===== src/sv/oci_pkg.sv =====
// Package for the occurrence checkpoint interleaver: beat types, sizes, states.
// No dependencies.
package oci_pkg;

  localparam int CHECKPOINT_INTERVAL = 128;
  localparam int SYMS_PER_WORD = 16;
  localparam int WORDS_RAW = CHECKPOINT_INTERVAL / SYMS_PER_WORD;
  localparam int WORDS_PER_CP = (WORDS_RAW < 1) ? 1 : WORDS_RAW;
  localparam int PHASE_W = (WORDS_PER_CP > 1) ? $clog2(WORDS_PER_CP) : 1;
  localparam int NUM_SYMS = 4;
  localparam int INC_W = 5;

  typedef struct packed {
    logic [31:0] bwt_word;
    logic [4:0]  valid_symbols;
    logic        last_word;
  } in_beat_t;

  typedef struct packed {
    logic [31:0] out_word;
    logic        is_count;
    logic        last_out;
  } out_beat_t;

  typedef enum logic [1:0] {
    ST_HEAD,
    ST_WORD,
    ST_TAIL
  } emit_state_t;

endpackage


===== src/sv/occurrence_checkpoint_interleaver_top.sv =====
// Occurrence checkpoint interleaver top level: input register, beat sequencer,
// running counts and output register. Depends on oci_pkg.
//
// Each accepted word yields one beat per cycle through a single output
// register, unless result_ready holds it off: four count beats first when the
// word opens a checkpoint interval, then the word, then four final count beats
// when the word is flagged last, so a word yields 1, 5, 5 or 9 beats. The next
// word is taken in the cycle the current word's final beat leaves the
// sequencer.
module occurrence_checkpoint_interleaver_top (
  input  logic              clk,
  input  logic              rst,
  input  logic              data_valid,
  output logic              data_ready,
  input  oci_pkg::in_beat_t data,
  output logic              result_valid,
  input  logic              result_ready,
  output oci_pkg::out_beat_t result
);
  import oci_pkg::*;

  logic                    item_valid;
  in_beat_t                item;
  logic [INC_W-1:0]        inc      [NUM_SYMS];
  logic [INC_W-1:0]        inc_next [NUM_SYMS];
  logic [SYMS_PER_WORD-1:0] hit     [NUM_SYMS];
  emit_state_t             state, state_next;
  logic [1:0]              idx, idx_next;
  logic [31:0]             counts   [NUM_SYMS];
  logic [PHASE_W-1:0]      phase;
  out_beat_t               beat;
  logic                    load_out, fire, done, do_word, do_clear;
  logic [INC_W-1:0]        nsat;

  // per-symbol counts of the incoming word
  always_comb begin
    nsat = (data.valid_symbols > INC_W'(SYMS_PER_WORD)) ? INC_W'(SYMS_PER_WORD)
                                                       : data.valid_symbols;
    for (int j = 0; j < NUM_SYMS; j++) begin
      for (int s = 0; s < SYMS_PER_WORD; s++) begin
        hit[j][s] = (INC_W'(s) < nsat) && (data.bwt_word[31-2*s -: 2] == 2'(j));
      end
      inc_next[j] = INC_W'($countones(hit[j]));
    end
  end

  assign load_out = !result_valid || result_ready;
  assign fire     = item_valid && load_out;

  always_comb begin
    state_next = state;
    idx_next   = idx;
    done       = 1'b0;
    do_word    = 1'b0;
    do_clear   = 1'b0;
    beat       = '0;
    unique case (state)
      ST_HEAD, ST_WORD: begin
        if (state == ST_HEAD && phase == '0) begin
          beat.out_word = counts[idx];
          beat.is_count = 1'b1;
          idx_next      = idx + 2'd1;
          if (idx == 2'd3) begin
            state_next = ST_WORD;
          end
        end else begin
          beat.out_word = item.bwt_word;
          do_word       = 1'b1;
          idx_next      = '0;
          if (item.last_word) begin
            state_next = ST_TAIL;
          end else begin
            done = 1'b1;
          end
        end
      end
      ST_TAIL: begin
        beat.out_word = counts[idx];
        beat.is_count = 1'b1;
        beat.last_out = (idx == 2'd3);
        idx_next      = idx + 2'd1;
        if (idx == 2'd3) begin
          done     = 1'b1;
          do_clear = 1'b1;
        end
      end
      default: begin
        state_next = ST_HEAD;
      end
    endcase
  end

  assign data_ready = !item_valid || (fire && done);

  always_ff @(posedge clk) begin
    if (rst) begin
      item_valid <= 1'b0;
      state      <= ST_HEAD;
      idx        <= '0;
    end else if (data_valid && data_ready) begin
      item_valid <= 1'b1;
      state      <= ST_HEAD;
      idx        <= '0;
    end else if (fire) begin
      item_valid <= !done;
      state      <= state_next;
      idx        <= idx_next;
    end
  end

  always_ff @(posedge clk) begin
    if (data_valid && data_ready) begin
      item <= data;
      inc  <= inc_next;
    end
  end

  always_ff @(posedge clk) begin
    if (rst) begin
      for (int j = 0; j < NUM_SYMS; j++) begin
        counts[j] <= '0;
      end
      phase <= '0;
    end else if (fire && do_clear) begin
      for (int j = 0; j < NUM_SYMS; j++) begin
        counts[j] <= '0;
      end
      phase <= '0;
    end else if (fire && do_word) begin
      for (int j = 0; j < NUM_SYMS; j++) begin
        counts[j] <= counts[j] + 32'(inc[j]);
      end
      phase <= (phase == PHASE_W'(WORDS_PER_CP - 1)) ? '0 : phase + 1'b1;
    end
  end

  // output register
  always_ff @(posedge clk) begin
    if (rst) begin
      result_valid <= 1'b0;
    end else if (load_out) begin
      result_valid <= fire;
    end
  end

  always_ff @(posedge clk) begin
    if (fire) begin
      result <= beat;
    end
  end

endmodule


===== config.mk =====
export PLATFORM = sky130hd
export DESIGN_NAME = occurrence_checkpoint_interleaver_top
export DESIGN_NICKNAME = d
export VERILOG_FILES = /design/src/sv/oci_pkg.sv /design/src/sv/occurrence_checkpoint_interleaver_top.sv
export SDC_FILE = /design/constraint.sdc
export NUM_CORES = 1
export LEC_CHECK = 0
export BUFFER_PORTS_ARGS = -buffer_cell sky130_fd_sc_hd__clkbuf_2
export CAP_MARGIN = 10
export CORE_MARGIN = 2
export CORE_UTILIZATION = 60
export CTS_CLUSTER_DIAMETER = 30
export CTS_CLUSTER_SIZE = 8
export DETAILED_ROUTE_END_ITERATION = 7
export PLACE_DENSITY = 0.79
export SETUP_SLACK_MARGIN = 0.5
export SYNTH_ARGS = -nofsm -noshare
export SYNTH_HDL_FRONTEND = slang
export SYNTH_SLANG_ARGS = --single-unit

===== constraint.sdc =====
create_clock -name clk -period 9.4 [get_ports clk]
set_clock_uncertainty 0.2 [all_clocks]
set_input_delay 0.94 -clock clk [delete_from_list [all_inputs] [get_ports clk]]
set_output_delay 0.94 -clock clk [all_outputs]
set_load 0.02 [all_outputs]

==> impl_metrics.yaml, run 1 <==
pwr:
  internal-power_mw: 2.41
  seq_power_share_pct: 37.0
  p_clk_share_pct: 49.0
  p_leak_nw: 5.85
  power.total_mw: 3.26
  p_comb_share_pct: 14.0
  power.density_nw_per_um2: 208
  swShare_pct: 25.9
  ir_worst_vdd_uv: 123
  p_sw_mw: 0.843
setup_path:
  setup.worst_path.class: "in2reg"
  timing.rr.start: "phase[0]"
  r2r-end: "counts[0][24]"
  slowest_stage: "fa_1"
  crit_required_ps: 9480
  cp-start-kind: "input pin"
  crit_arrival_ps: 5310
  worstPathCellList: "clkbuf_2 > or2_2 > nor2_1 > nand2_1 > and3_1 > fa_1 > inv_1 > fa_1 > fa_1 > inv_1 > fa_1 > ha_1 > fa_1 > a21oi_1 > nor2b_1"
  cpLargestDelayFamily: "adder cells"
  critPathMaxFanout: 16
  r2r_slack_ps: 6020
  critPathBufInv: 3
  cp_slowest_stage_delay_ps: 580
  critical_path.most_common_cell: "fa_1"
  worstSetupEndpointType: "flip-flop"
  reg2reg_depth: 9
grt:
  grt_antenna_before_repair: 2
  grt_max_degree: 58
  grt_pass1_vias: 10565
  grt_pass1_wl_um: 57300
  grt_use_total_pct: 31.1
  grt_overflow_total: 0
clock_network:
  cts_setup_buffers: 0
  ctsLongestPathBuffers: 3
  cts-resized-gates: 0
  postCtsHoldBufs: 0
  cts_buffers: 46
  htreeDepth: 2
  clkTransAtPathRegs_ps: 50
  cts_tree: "done"
  clock_sinks: 226
  clock-root-buffer: "clkbuf_16"
  clk_latency_ps: 540
logic_synthesis:
  syn_area_per_cell_um2: 11.1
  synth_ff_type: "edfxtp_1"
  yosysTopAreaCellShare_pct: 40.9
  synth_cells: 1210
  ys_ff_latch: 226
  yosysTopAreaCell: "edfxtp_1"
  async_flop_share_pct: 0
  synthTopCellsByArea: "edfxtp_1 (41%), fa_1 (6.6%), dfxtp_1 (6.4%), mux4_2 (5.4%), ha_1 (4.1%)"
  synth_nets: 1340
  synth.yosys.warnings: 0
  seq_area_frac_synth_pct: 47.3
  synth_edf_count: 183
  synth_cell_types: 58
  synthesis.area_um2: 13400
placement:
  pre_cts_slack_ps: 3620
  dp_cells: 1535
  io_buffers: 77
  dp_hpwl_um: 25700
  routabilityCongestion: 0.962
  placed_area_um2: 14100
finish:
  layout.nets: 1433
  finalNonFillerCells: 1622
  multi_input_area_um2: 6600
  syn_to_final_growth_pct: 16.5
  drive_gt1_share_pct: 16.5
  final_cell_mix: "edfxtp_1 (183), nor2_1 (90), nand2_1 (84), inv_1 (78), clkbuf_2 (77)"
  layout_commonest_cell: "edfxtp_1"
  stdcell_area_um2: 15600
  fillerInstances: 1486
  seq_area_um2: 6360
sta:
  finalSetupViolCount: 0
  worst_slack_ps: 4170
  slew_headroom_pct: 20.8
  setup_tns_ps: 0
  timing.final.crit_share_pct: 55.6
  worst_pin_slew_ps: 1180
  hold_viol: 0
  final_max_slew_viol_count: 0
  rsz0062_at_grt: "no"
  fin_crit_ps: 5230
  fmax_mhz: 191
detailed_routing:
  drc: 0
  via_per_inst: 6.51
  via_count: 10555
  final_antenna_net_count: 0
  routedWlPerCell_um: 22.4
  drtIter0Drc: 1144
  routed_wl_um: 36400
  dr.pass1.iters: 5
outcome:
  status: "completed"
floorplanning:
  dieHeight_um: 154
  pin_count: 78
  die_x_um: 154
  dieArea_um2: 23600
  num_rows: 54
  initial_core_util_pct: 61.4
  core-area_um2: 21900
worst_hold_path:
  hold_path_end: "counts[2][3]"
  hold_start: "counts[2][3]"
  min_path_type: "reg2reg"
  hold_depth: 2
flow_run:
  cap_violations: 0
[sequential cells by signal, summed over array words and instances (netlist names), named ones only]
signal and cells:
item 33, inc 20, state 2, idx 2, phase 3, result 34, counts 128, item_valid 1
result_valid 1
[kinds of logic (layout without fill, tap and decap cells)]
family	Yosys count	after routing	synth area share [%]
other cells	0	1	0
compound gates	264	264	13.0
buf+inv	128	259	3.64
xor+xnor	52	52	3.39
mux	39	39	5.90
fa+ha+maj	88	88	10.7
simple gates	413	413	16.1
flops	226	226	47.3
[cells in the mapped netlist, drive strengths merged (12+ instances only)]
master,count
and3,18
xnor2,17
ha,44
o211ai,22
nor3,27
or4,13
dfxtp,43
edfxtp,183
a211oi,12
nor2,92
nand4,26
a21oi,71
nand3,29
or3,41
inv,80
xor2,35
fa,44
nand3b,12
mux4,32
buf,12
o21ai,56
or2,14
a22o,33
nor2b,13
nand2,85
clkbuf,36
o31ai,14
[power by group through the flow]
stage                     logic (mW)  registers [mW]  clock network, mW
after global placement         0.413            1.22                  0
final                          0.456            1.20               1.60
after global routing           0.507            1.21               1.65
after floorplan                0.295            1.21                  0
after CTS                      0.453            1.20               1.60
after detailed placement       0.443            1.22                  0
[worst reg2reg max path: stages (launching register included)]
cell and delay (ps):
dfxtp_1 310, inv_1 80, ha_1 170, nor3b_2 460, nor3_1 110, buf_4 210
nand2_2 680, buf_4 650, or4_1 210, nand2_1 50
[worst max path at each step]
stage	end	cells after the start	from	slack [ps]
2_1_floorplan	inc[4]	15	data[4]	4050
3_3_place_gp	inc[4]	15	data[5]	3750
3_5_place_dp	inc[4]	15	data[5]	3620
4_1_cts	inc[4]	15	data[5]	4170
5_1_grt	inc[4]	15	data[5]	4010
6_report	inc[4]	15	data[5]	4170
[layer usage]
layer,part of all wire (%),GRT usage [%],vias up,routed length [um]
li1,-,-,4754,-
met3,9.3,6.68,113,3370
met1,38,40.3,5095,13800
met2,48,51.2,591,17600
met5,0.022,0,-,8
met4,4.2,13.4,2,1530
[layout make-up]
class                   instances  share of cell area, %
multi-input cells             856                   42.2
clock inverters                26                   1.78
flip-flops and latches        226                   40.6
clock buffers                  60                   8.02
inverters                      80                   1.92
well taps                     280                   2.24
repair buffers                 93                   3.23
diodes                          1                 0.0160
[per-stage QoR]
step                hold WS, ps  util (%)
floorplan                   240         -
global route                313      71.5
global placement            275      64.4
finish                      290      71.5
CTS                         291      71.5
detailed placement          288      64.4
No activity file was read; power rests on OpenSTA's default activity.
==> run 2: changes to the inputs <==
- clock period: 9.4 -> 5.5 ns (I/O delays scaled with it)
==> impl_metrics.yaml, run 2 (synthesis gave the netlist of run 1 again) <==
clock_network:
  clock-root-buffer: "clkbuf_16"
  htreeDepth: 2
  clk_latency_ps: 550
  clock_sinks: 226
  cts_buffers: 51
  clkTransAtPathRegs_ps: 50
  ctsLongestPathBuffers: 3
  cts_tree: "done"
  cts-resized-gates: 0
sta:
  rsz0062_at_grt: "no"
  fin_crit_ps: 4510
  timing.final.crit_share_pct: 81.9
  fmax_mhz: 222
  setup_tns_ps: 0
  finalSetupViolCount: 0
  slew_headroom_pct: 22.5
  hold_viol: 0
  worst_pin_slew_ps: 1150
  final_max_slew_viol_count: 0
placement:
  io_buffers: 77
  dp_hpwl_um: 25300
  routabilityCongestion: 0.933
setup_path:
  crit_arrival_ps: 4600
  r2r-end: "phase[0]"
  cp-start-kind: "input pin"
  setup.worst_path.class: "in2reg"
  critPathMaxFanout: 16
  critical_path.most_common_cell: "fa_1"
  cp_slowest_stage_delay_ps: 550
  slowest_stage: "fa_1"
  reg2reg_depth: 9
  worstPathCellList: "clkbuf_2 > or2_2 > nor2_1 > nand2_1 > and3_1 > fa_1 > inv_1 > fa_1 > fa_1 > inv_1 > fa_1 > ha_1 > fa_1 > a21oi_1 > nor2b_1"
  worstSetupEndpointType: "flip-flop"
  timing.rr.start: "phase[0]"
  crit_required_ps: 5600
  r2r_slack_ps: 2190
finish:
  final_cell_mix: "edfxtp_1 (183), nor2_1 (90), nand2_1 (84), inv_1 (78), clkbuf_2 (77)"
  num_antenna_cells: 0
  largest_reg_flops: 128
  syn_to_final_growth_pct: 18.2
  regMostFlops: "counts"
  reg_top3: "counts (128), result (34), item (33)"
  drive_gt1_share_pct: 17.7
  layout.nets: 1441
  layout_commonest_cell: "edfxtp_1"
pwr:
  p_leak_nw: 5.97
  power.density_nw_per_um2: 369
  power.total_mw: 5.87
  ir_worst_vdd_uv: 266
floorplanning:
  dieHeight_um: 154
  initial_core_util_pct: 61.4
  pin_count: 78
  dieArea_um2: 23600
  core-area_um2: 21900
  die_x_um: 154
  num_rows: 54
detailed_routing:
  routedWlPerCell_um: 22.1
  via_per_inst: 6.46
  topRoutingLayerUsed: "met5"
  wl_met1_um: 14200
  via_count: 10543
  drc: 0
  routed-wl-met2_um: 17200
  final_antenna_net_count: 0
  wl_met3_um: 3280
  routed_wl_um: 36100
  drtIter0Drc: 1051
  dr.pass1.iters: 5
worst_hold_path:
  hold_depth: 3
  hold_path_end: "item_valid"
  hold_start: "data_valid"
  min_path_type: "in2reg"
outcome:
  status: "completed"
grt:
  grt_pass1_wl_um: 56800
  grt_max_degree: 69
  grt_pass1_vias: 10398
  grt_overflow_total: 0
  grt_antenna_before_repair: 1
  grt_use_total_pct: 30.6
flow_run:
  cap_violations: 0
run 2: cell count changes in the layout (fill, tap and decap cells not counted), moves of 2 or more:
cell        delta
clkinvlp_4     +2
clkinv_4       +5
clkinv_1       -7
clkbuf_16      +7
clkinv_8       -2
inv_4          +3
buf_4          +2
run 2: worst max-delay path by stage:
| stage | from | to | depth (start not counted) |
|---|---|---|---|
| CTS | data[5] | inc[4] | 15 |
| detailed placement | data[5] | inc[4] | 15 |
| global route | data[5] | inc[12] | 14 |
| floorplan | data[4] | inc[4] | 15 |
| global placement | data[5] | inc[4] | 15 |
| finish | data[5] | inc[4] | 15 |
run 2: repair_timing:
action / CTS / global route
hold endpoints to repair: 1 / 0
hold buffers: 1 / 0
buffers inserted: 0 / 0
endpoints found under the setup margin: 0 / 0
run 2: worst max-delay path: cells and delay by family:
kind | cells | cell delay [ps]
AO/OA/AOI/OAI | 1 | 160
adder cells (fa/ha/maj) | 6 | 2700
buffers and inverters | 3 | 300
AND/OR/NAND/NOR | 5 | 880
run 2: area by class of cell:
type,instances,area [um2]
multi-input combinational,856,6600
sequential,226,6360
fill,1498,6010
clock buffer,65,1410
timing repair buffer,96,531
tap,280,350
clock inverter,30,330
inverter,80,300
run 2: power breakdown:
part | internal, mW | total [mW] | switching (mW)
sequential | 1.98 | 2.06 | 0.0754
clock | 2.05 | 3.05 | 0.994
combinational | 0.300 | 0.758 | 0.457
total | 4.34 | 5.87 | 1.53
run 2: metal layers:
metal | track usage [%] | vias up
met5 | 0 | -
met3 | 6.54 | 91
met2 | 49.6 | 529
met1 | 40.5 | 5145
li1 | - | 4776
met4 | 12.4 | 2
run 2: stage by stage:
stage	utilization [%]	hold WS (ps)	area (um2)	setup slack [ps]	instances
after floorplan	-	240	13400	536	1210
after global placement	64.5	266	14100	511	1537
after detailed placement	64.5	274	14100	470	1537
after CTS	72.5	27.1	15900	1030	1633
after global routing	72.5	36.1	15900	801	1633
final	72.5	38.1	15900	995	1633
